$ cat src/sv/mrafq_pkg.sv
// Shared types and constants for the MAC receive address filter queue.
// No dependencies; imported by mac_rx_address_filter_queue_unit.
package mrafq_pkg;

  localparam int QUEUE_SLOTS  = 5;
  localparam int MAX_PAYLOAD  = 64;
  localparam int HEADER_BYTES = 12;

  localparam int SLOT_W     = $clog2(QUEUE_SLOTS);
  localparam int LEN_W      = $clog2(MAX_PAYLOAD + 1);
  localparam int POS_W      = 8;
  localparam int PAY_DEPTH  = QUEUE_SLOTS * MAX_PAYLOAD;
  localparam int PAY_ADDR_W = $clog2(PAY_DEPTH);
  localparam int CFG_IDX_W  = 2;
  localparam int CFG_DATA_W = 32;

  // Header byte positions where a field is complete
  localparam logic [POS_W-1:0] POS_TYPE_SEQ = POS_W'(3);
  localparam logic [POS_W-1:0] POS_SOURCE   = POS_W'(7);
  localparam logic [POS_W-1:0] POS_DEST     = POS_W'(HEADER_BYTES - 1);
  localparam logic [POS_W-1:0] POS_PAY_END  = POS_W'(HEADER_BYTES + MAX_PAYLOAD);

  typedef enum logic {
    CMD_RX_BYTE = 1'b0,
    CMD_POP     = 1'b1
  } cmd_e;

  typedef enum logic [1:0] {
    STAT_DELIVERED = 2'd0,
    STAT_EMPTY     = 2'd1,
    STAT_DISABLED  = 2'd2
  } status_e;

  typedef enum logic [CFG_IDX_W-1:0] {
    REG_OWN_ADDR   = 2'd0,
    REG_BCAST_ADDR = 2'd1,
    REG_ENABLED    = 2'd2
  } reg_idx_e;

  typedef enum logic [1:0] {
    ST_IDLE,
    ST_HDR,
    ST_STREAM
  } pop_state_e;

  typedef struct packed {
    logic       cmd;
    logic [7:0] frame_byte;
    logic       last_byte;
  } in_item_t;

  typedef struct packed {
    logic [1:0]       status;
    logic [7:0]       pkt_type;
    logic [15:0]      seq_number;
    logic [31:0]      source_address;
    logic [31:0]      dest_address;
    logic [LEN_W-1:0] payload_length;
    logic [7:0]       payload_byte;
    logic             last;
    logic [15:0]      overflow_count;
  } out_item_t;

  // One ring slot header
  typedef struct packed {
    logic [23:0]      type_seq;
    logic [31:0]      source;
    logic [31:0]      dest;
    logic [LEN_W-1:0] length;
  } slot_hdr_t;

  function automatic logic [SLOT_W-1:0] next_slot(input logic [SLOT_W-1:0] i);
    logic [SLOT_W-1:0] r;
    if (i == SLOT_W'(QUEUE_SLOTS - 1)) r = '0;
    else r = i + SLOT_W'(1);
    return r;
  endfunction

endpackage

$ cat src/sv/mac_rx_address_filter_queue_unit.sv
// Receive address filter with a packet ring, top level.
// Uses mrafq_pkg for item types, codes and sizes.
//
// Received frame bytes are taken one per cycle while no pop is in progress;
// header fields collect in registers and payload bytes go straight into the
// ring's payload memory. On the final byte the frame is filtered and its
// header is written into the slot header memory in one go. A pop reads the
// head slot header at its transfer; an empty, disabled or zero-length pop
// then loads its one result into the output register from the header state
// once that register is free. Otherwise the sequencer enters the stream
// state and issues payload reads into a registered read port; each read
// byte is loaded into the output register, one result per cycle while the
// output does not stall. Input is stalled until a pop's last result sits
// in the output register.
module mac_rx_address_filter_queue_unit
  import mrafq_pkg::*;
(
  input  logic                  clk_i,
  input  logic                  rst_ni,
  input  logic                  in_valid_i,
  output logic                  in_stall_o,
  input  in_item_t              in_data_i,
  output logic                  out_valid_o,
  input  logic                  out_stall_i,
  output out_item_t             out_data_o,
  input  logic                  cfg_we_i,
  input  logic [CFG_IDX_W-1:0]  cfg_index_i,
  input  logic [CFG_DATA_W-1:0] cfg_data_i
);

  // Configuration
  logic [31:0] own_addr_q, bcast_addr_q;
  logic        enabled_q;

  // Ring control and frame assembly
  pop_state_e        state_q, state_d;
  logic [SLOT_W-1:0] head_q, tail_q;
  logic [POS_W-1:0]  pos_q;
  logic [31:0]       shift_q;
  logic [23:0]       ts_q;
  logic [31:0]       src_q, dest_q;
  logic [15:0]       lost_q;
  status_e           pop_status_q;

  // Memories
  slot_hdr_t  hdr_mem [QUEUE_SLOTS];
  logic [7:0] pay_mem [PAY_DEPTH];
  slot_hdr_t  hdr_rd_q;
  logic [7:0] pay_rd_q;
  logic       rd_pend_q;
  logic [LEN_W-1:0] iss_idx_q, ld_idx_q;

  // Output register
  logic      out_valid_q;
  out_item_t out_q, out_d;

  logic in_acc, out_acc, out_free, rx, pop, fin;
  logic [31:0] shift_n, cur_dest;
  logic ring_full, size_ok, addr_ok, commit, pay_we;
  logic [PAY_ADDR_W-1:0] pay_waddr, pay_raddr;
  logic issue, load, head_adv, last_now;

  assign in_stall_o  = (state_q != ST_IDLE);
  assign in_acc      = in_valid_i && !in_stall_o;
  assign out_acc     = out_valid_q && !out_stall_i;
  assign out_free    = !out_valid_q || out_acc;
  assign out_valid_o = out_valid_q;
  assign out_data_o  = out_q;

  assign rx  = in_acc && (in_data_i.cmd == CMD_RX_BYTE);
  assign pop = in_acc && (in_data_i.cmd == CMD_POP);
  assign fin = in_data_i.last_byte;

  assign shift_n   = {shift_q[23:0], in_data_i.frame_byte};
  assign cur_dest  = (pos_q == POS_DEST) ? shift_n : dest_q;
  assign ring_full = (next_slot(tail_q) == head_q);
  // total length pos+1 within [HEADER_BYTES, HEADER_BYTES+MAX_PAYLOAD]
  assign size_ok   = (pos_q >= POS_DEST) && (pos_q < POS_PAY_END);
  assign addr_ok   = (cur_dest == own_addr_q) || (cur_dest == bcast_addr_q);
  assign commit    = rx && fin && !ring_full && size_ok && addr_ok;
  assign pay_we    = rx && (pos_q > POS_DEST) && (pos_q < POS_PAY_END);
  assign pay_waddr = PAY_ADDR_W'(32'(tail_q) * MAX_PAYLOAD)
                   + PAY_ADDR_W'(pos_q - POS_W'(HEADER_BYTES));
  assign pay_raddr = PAY_ADDR_W'(32'(head_q) * MAX_PAYLOAD) + PAY_ADDR_W'(iss_idx_q);
  assign last_now  = (ld_idx_q == hdr_rd_q.length - LEN_W'(1));

  // Pop sequencer: next state, output load and read issue
  always_comb begin
    state_d  = state_q;
    issue    = 1'b0;
    load     = 1'b0;
    head_adv = 1'b0;
    out_d    = out_q;
    case (state_q)
      ST_IDLE: begin
        if (pop) state_d = ST_HDR;
      end
      ST_HDR: begin
        if (pop_status_q != STAT_DELIVERED || hdr_rd_q.length == '0) begin
          if (out_free) begin
            load  = 1'b1;
            out_d = '0;
            out_d.status         = pop_status_q;
            out_d.last           = 1'b1;
            out_d.overflow_count = lost_q;
            if (pop_status_q == STAT_DELIVERED) begin
              out_d.pkt_type       = hdr_rd_q.type_seq[23:16];
              out_d.seq_number     = hdr_rd_q.type_seq[15:0];
              out_d.source_address = hdr_rd_q.source;
              out_d.dest_address   = hdr_rd_q.dest;
              head_adv             = 1'b1;
            end
            state_d = ST_IDLE;
          end
        end else begin
          state_d = ST_STREAM;
        end
      end
      ST_STREAM: begin
        load  = rd_pend_q && out_free;
        issue = (iss_idx_q < hdr_rd_q.length) && (!rd_pend_q || load);
        if (load) begin
          out_d.status         = STAT_DELIVERED;
          out_d.pkt_type       = hdr_rd_q.type_seq[23:16];
          out_d.seq_number     = hdr_rd_q.type_seq[15:0];
          out_d.source_address = hdr_rd_q.source;
          out_d.dest_address   = hdr_rd_q.dest;
          out_d.payload_length = hdr_rd_q.length;
          out_d.payload_byte   = pay_rd_q;
          out_d.last           = last_now;
          out_d.overflow_count = lost_q;
          if (last_now) begin
            head_adv = 1'b1;
            state_d  = ST_IDLE;
          end
        end
      end
      default: state_d = ST_IDLE;
    endcase
  end

  always_ff @(posedge clk_i or negedge rst_ni) begin
    if (!rst_ni) begin
      state_q <= ST_IDLE;
    end else begin
      state_q <= state_d;
    end
  end

  // Control registers
  always_ff @(posedge clk_i or negedge rst_ni) begin
    if (!rst_ni) begin
      own_addr_q   <= '0;
      bcast_addr_q <= '1;
      enabled_q    <= 1'b0;
      head_q       <= '0;
      tail_q       <= '0;
      pos_q        <= '0;
      shift_q      <= '0;
      lost_q       <= '0;
      pop_status_q <= STAT_EMPTY;
      rd_pend_q    <= 1'b0;
      iss_idx_q    <= '0;
      ld_idx_q     <= '0;
      out_valid_q  <= 1'b0;
    end else begin
      if (cfg_we_i) begin
        case (cfg_index_i)
          REG_OWN_ADDR:   own_addr_q   <= cfg_data_i;
          REG_BCAST_ADDR: bcast_addr_q <= cfg_data_i;
          REG_ENABLED:    enabled_q    <= cfg_data_i[0];
          default: ;
        endcase
      end

      if (rx) begin
        if (fin) begin
          pos_q   <= '0;
          shift_q <= '0;
          if (ring_full) begin
            if (lost_q != '1) lost_q <= lost_q + 16'd1;
          end else if (commit) begin
            tail_q <= next_slot(tail_q);
          end
        end else begin
          if (pos_q < POS_W'(HEADER_BYTES)) shift_q <= shift_n;
          if (pos_q != '1) pos_q <= pos_q + POS_W'(1);
        end
      end

      if (pop) begin
        if (!enabled_q)           pop_status_q <= STAT_DISABLED;
        else if (head_q == tail_q) pop_status_q <= STAT_EMPTY;
        else                       pop_status_q <= STAT_DELIVERED;
      end

      if (state_q == ST_HDR) begin
        iss_idx_q <= '0;
        ld_idx_q  <= '0;
      end else begin
        if (issue) iss_idx_q <= iss_idx_q + LEN_W'(1);
        if (load)  ld_idx_q  <= ld_idx_q + LEN_W'(1);
      end

      if (issue)     rd_pend_q <= 1'b1;
      else if (load) rd_pend_q <= 1'b0;

      if (head_adv) head_q <= next_slot(head_q);

      if (load)         out_valid_q <= 1'b1;
      else if (out_acc) out_valid_q <= 1'b0;
    end
  end

  // Frame header fields and output payload
  always_ff @(posedge clk_i) begin
    if (rx) begin
      if (pos_q == POS_TYPE_SEQ) ts_q   <= {shift_n[31:24], shift_n[15:0]};
      if (pos_q == POS_SOURCE)   src_q  <= shift_n;
      if (pos_q == POS_DEST)     dest_q <= shift_n;
    end
    out_q <= out_d;
  end

  // Slot header memory: whole entry written on commit, read at pop transfer
  always_ff @(posedge clk_i) begin
    if (commit) begin
      hdr_mem[tail_q] <= '{type_seq: ts_q, source: src_q, dest: cur_dest,
                           length: LEN_W'(pos_q - POS_DEST)};
    end
    if (pop) hdr_rd_q <= hdr_mem[head_q];
  end

  // Payload memory: read data register holds while the output is stalled
  always_ff @(posedge clk_i) begin
    if (pay_we) pay_mem[pay_waddr] <= in_data_i.frame_byte;
    if (issue)  pay_rd_q <= pay_mem[pay_raddr];
  end

endmodule

$ cat config.mk
export PLATFORM = sky130hd
export DESIGN_NAME = mac_rx_address_filter_queue_unit
export DESIGN_NICKNAME = d
export VERILOG_FILES = /design/src/sv/mrafq_pkg.sv /design/src/sv/mac_rx_address_filter_queue_unit.sv
export SDC_FILE = /design/constraint.sdc
export NUM_CORES = 2
export LEC_CHECK = 0
export BUFFER_PORTS_ARGS = -buffer_cell sky130_fd_sc_hd__buf_4
export CAP_MARGIN = 20
export CORE_MARGIN = 3
export CORE_UTILIZATION = 35
export DETAILED_ROUTE_END_ITERATION = 6
export GPL_TIMING_DRIVEN = 0
export PLACE_DENSITY = 0.52
export SETUP_SLACK_MARGIN = 0.05
export SYNTH_ARGS = -nofsm -noshare
export SYNTH_HDL_FRONTEND = slang
export SYNTH_SLANG_ARGS = --single-unit
$ cat constraint.sdc
create_clock -name clk_i -period 14.4 [get_ports clk_i]
set_clock_uncertainty 0.05 [all_clocks]
set_input_delay 2.88 -clock clk_i [delete_from_list [all_inputs] [get_ports clk_i]]
set_output_delay 2.88 -clock clk_i [all_outputs]
set_load 0.005 [all_outputs]
==> impl_results.md <==
- Min Tclk post-route: 7.54 ns
- Hold crit path type: reg -> reg
- Vias in the first global route: 71,962
- Final-report max-slew violation count: 0
- CTS sink count: 3,487
- Clk pin slew, worst setup/hold paths: 0.06 ns
- Met3 wire length: 52,700 µm
- Post-synth top area cell: edfxtp_1
- Die H: 627 µm
- Arrival time worst endpoint: 8.15 ns
- Worst rel slew slack: 0.101
- Cts repair resizes: 0
- RR Startpoint: iss_idx_q[1]$_DFFE_PN0P_
- CTS buffer count: 374
- WHS: 0.414 ns
- Post CTS Setup Buffer Count: 0
- Core box area: 383,000 µm²
- PnR Total Power: 0.0280 W
- Critical path class: in -> reg
- DP HPWL: 334,000 µm
- All-layer global routing usage: 0.246
- Register area share after synthesis: 0.771
- Avg WL per Cell: 38.4 µm
- Fillers: 33,471
- Area after DPL: 146,000 µm²
- Multi-input gate area: 29,000 µm²
- Cells on worst reg2reg path: 10
- Beginning of the worst hold path: lost_q[13]$_DFFE_PN0P_
- Fin area: 158,000 µm²
- 1st-pass router iterations: 7
- # DRC: 0
- Worst VDD drop: 0.119 mV
- Avg Cell Area, Syn: 20.4 µm²
- Dominant synthesized flop cell: edfxtp_1
- GPL Wtd Cong: 0.945
- FF+latch area: 104,000 µm²
- Clock root buffer: clkbuf_16
- Synth area leaders: edfxtp_1 75%, mux4_2 13%, dfrtp_1 2.0%, nand2_1 1.1%, nor2_1 1.1%
- Warnings from Yosys: 0
- Maximum clock path buffer count: 4
- Flops & latches, synth: 3,487
- Routed vias: 74,223
- Area grow syn2layout: 17.3%
- IO Pins: 173
- Post-synth EDFFs: 3,348
- Met1 Wirelength: 186,000 µm
- Cell Pwr Density: 177 nW/µm²
- Die W: 627 µm
- Final setup fails: 0
- Met2 wire len: 223,000 µm
- CTS Hold Buffers Added: 0
- Drt initial violations: 11,249
- Via/cell ratio: 5.82
- Initial antenna violation count: 49
- Worst slew pin tran: 1.35 ns
- Worst setup SP type: input port
- Worst EP required: 15.01 ns
- Mapped Cells: 6,620
- Post-Syn Nets: 6,702
- Overflow after GRT: 0
- Detailed Route WL: 490,000 µm
- Area share of the largest cell type after synthesis: 0.745
- Flop2flop setup slack: 7.76 ns
- Worst Hold End: out_data_o[13]$_DFFE_PP_
- FF-to-FF End: pay_rd_q[0]$_DFFE_PP_
- Status: finished clean
- Min-Delay Path Depth: 0
- CTS tree: yes
- Largest net degree at the start of global routing: 155
- CP endpoint kind: register
- Ys async rst share: 0.0399
- Port-buffer cells: 172
- CP max FO: 129
- Top Metal Used: met5
- Synth unique cells: 80
- MaxCap Viol Count: 0
- Nets: 7,469
- Clk_lat worst skew: 0.97 ns
- Num rows: 227
- RSZ-0062 raised after global routing: false
- Htree depth: 5
- Fin. Hold Viols: 0
- Die Area: 393,000 µm²
- LEAKAGE: 50.8 nW
- First-pass GRT wire length: 650,000 µm
- Max Fclk: 133 MHz
- Layout cell share with drive strength beyond 1: 0.264
- Initial Util: 0.352
- Final critical-path share of the clock period: 0.524
- Final ANT Viol Nets: 0
- Syn Std Cell Area: 135,000 µm²
==> critical path: stages <==
cell	delay, ns
buf_8	0.36
buf_16	0.42
inv_1	0.31
nor3_1	0.25
a21oi_1	0.10
a21o_1	0.20
or4_1	0.51
or4_1	0.51
o41a_1	0.16
buf_6	0.17
nor4_2	0.59
buf_4	0.30
buf_6	0.15
buf_6	0.13
buf_4	0.17
buf_4	0.20
buf_4	0.16
buf_4	0.17
==> worst max path at each step <==
| stage | startpoint | to | slack (ns) | cells past startpoint |
|---|---|---|---|---|
| final | in_data_i[5] | hdr_mem[1][57]$_DFFE_PP_ | 6.86 | 18 |
| after global placement | in_data_i[5] | hdr_mem[0][32]$_DFFE_PP_ | -14.29 | 10 |
| after CTS | in_data_i[5] | hdr_mem[2][32]$_DFFE_PP_ | 6.93 | 17 |
| after detailed placement | in_data_i[5] | hdr_mem[2][50]$_DFFE_PP_ | 5.94 | 18 |
| after global routing | in_data_i[5] | hdr_mem[2][32]$_DFFE_PP_ | 6.66 | 17 |
| after floorplan | in_data_i[3] | hdr_mem[0][0]$_DFFE_PP_ | -0.03 | 8 |
==> Yosys cell counts, types with 28 or more instances <==
library cell  count
a221oi_1         53
xnor2_1          60
a21oi_1          66
ha_1             33
o22ai_1          42
a22o_1           65
edfxtp_1       3348
dfstp_2          33
nor3_1           28
nor2_1          385
inv_1           100
xor2_1           43
dfrtp_1         106
nand2_1         405
a22oi_1          96
mux2_2           62
and2_1          107
nand3_1          54
clkbuf_1        242
buf_2            82
o21ai_0          63
mux4_2          781
mux2i_1          64
==> through the flow <==
step | util | cells | setup TNS, ns | worst slack (ns)
2_1_floorplan | - | 6620 | -9.55 | -0.0254
3_3_place_gp | 0.372 | 11830 | -6398.26 | -14.29
3_5_place_dp | 0.381 | 12036 | 0 | 5.94
4_1_cts | 0.412 | 12716 | 0 | 6.93
5_1_grt | 0.413 | 12732 | 0 | 6.66
6_report | 0.413 | 12752 | 0 | 6.86
==> metal layers <==
metal | global-route usage | up-vias
met5 | 0.00222 | -
met4 | 0.122 | 22
met3 | 0.0699 | 1014
met2 | 0.377 | 4566
met1 | 0.321 | 40009
li1 | - | 28612
==> flip-flops by register name, indices dropped and copies added (netlist names), 16 cells and up <==
register	count
hdr_rd_q	95
lost_q	16
bcast_addr_q	32
src_q	32
shift_q	24
out_data_o	122
hdr_mem	475
ts_q	24
dest_q	32
pay_mem	2560
own_addr_q	32
==> area by class of cell <==
type	count	area share
clock inverter	209	0.0131
tap	5038	0.0398
buffer	362	0.0105
sequential	3487	0.658
multi-input combinational	2668	0.183
antenna	23	0.000364
clock buffer	471	0.0631
inverter	103	0.00246
timing repair buffer	391	0.0295
==> power by group <==
group	switching, W	internal [W]	total [W]	leakage [nW]
sequential	0.000197	0.0115	0.0117	32.0
combinational	0.00445	0.00231	0.00676	12.9
clock	0.00410	0.00543	0.00953	5.85
==> layout by cell type, fill, tap and decap left out, types with 52 or more instances in the layout <==
| cell | instances |
|---|---|
| a21oi_1 | 65 |
| a221oi_1 | 52 |
| a22o_1 | 65 |
| a22oi_1 | 96 |
| and2_1 | 107 |
| buf_2 | 91 |
| buf_4 | 246 |
| clkbuf_1 | 224 |
| clkbuf_16 | 378 |
| clkbuf_2 | 94 |
| clkinv_1 | 74 |
| clkinv_2 | 63 |
| dfrtp_1 | 106 |
| edfxtp_1 | 3348 |
| inv_1 | 99 |
| mux2_2 | 62 |
| mux2i_1 | 64 |
| mux4_2 | 781 |
| nand2_1 | 405 |
| nand3_1 | 54 |
| nor2_1 | 380 |
| o21ai_0 | 60 |
| xnor2_1 | 60 |
==> kinds of logic after synthesis <==
family | count (synthesis) | synth area share
XOR/XNOR | 103 | 0.00669
adder cells (fa/ha/maj) | 33 | 0.00306
AO/OA/AOI/OAI | 505 | 0.0271
multiplexers | 909 | 0.141
AND/OR/NAND/NOR | 1118 | 0.0370
buffers and inverters | 465 | 0.0142
flip-flops | 3487 | 0.771
(Power assumes the default switching activity.)
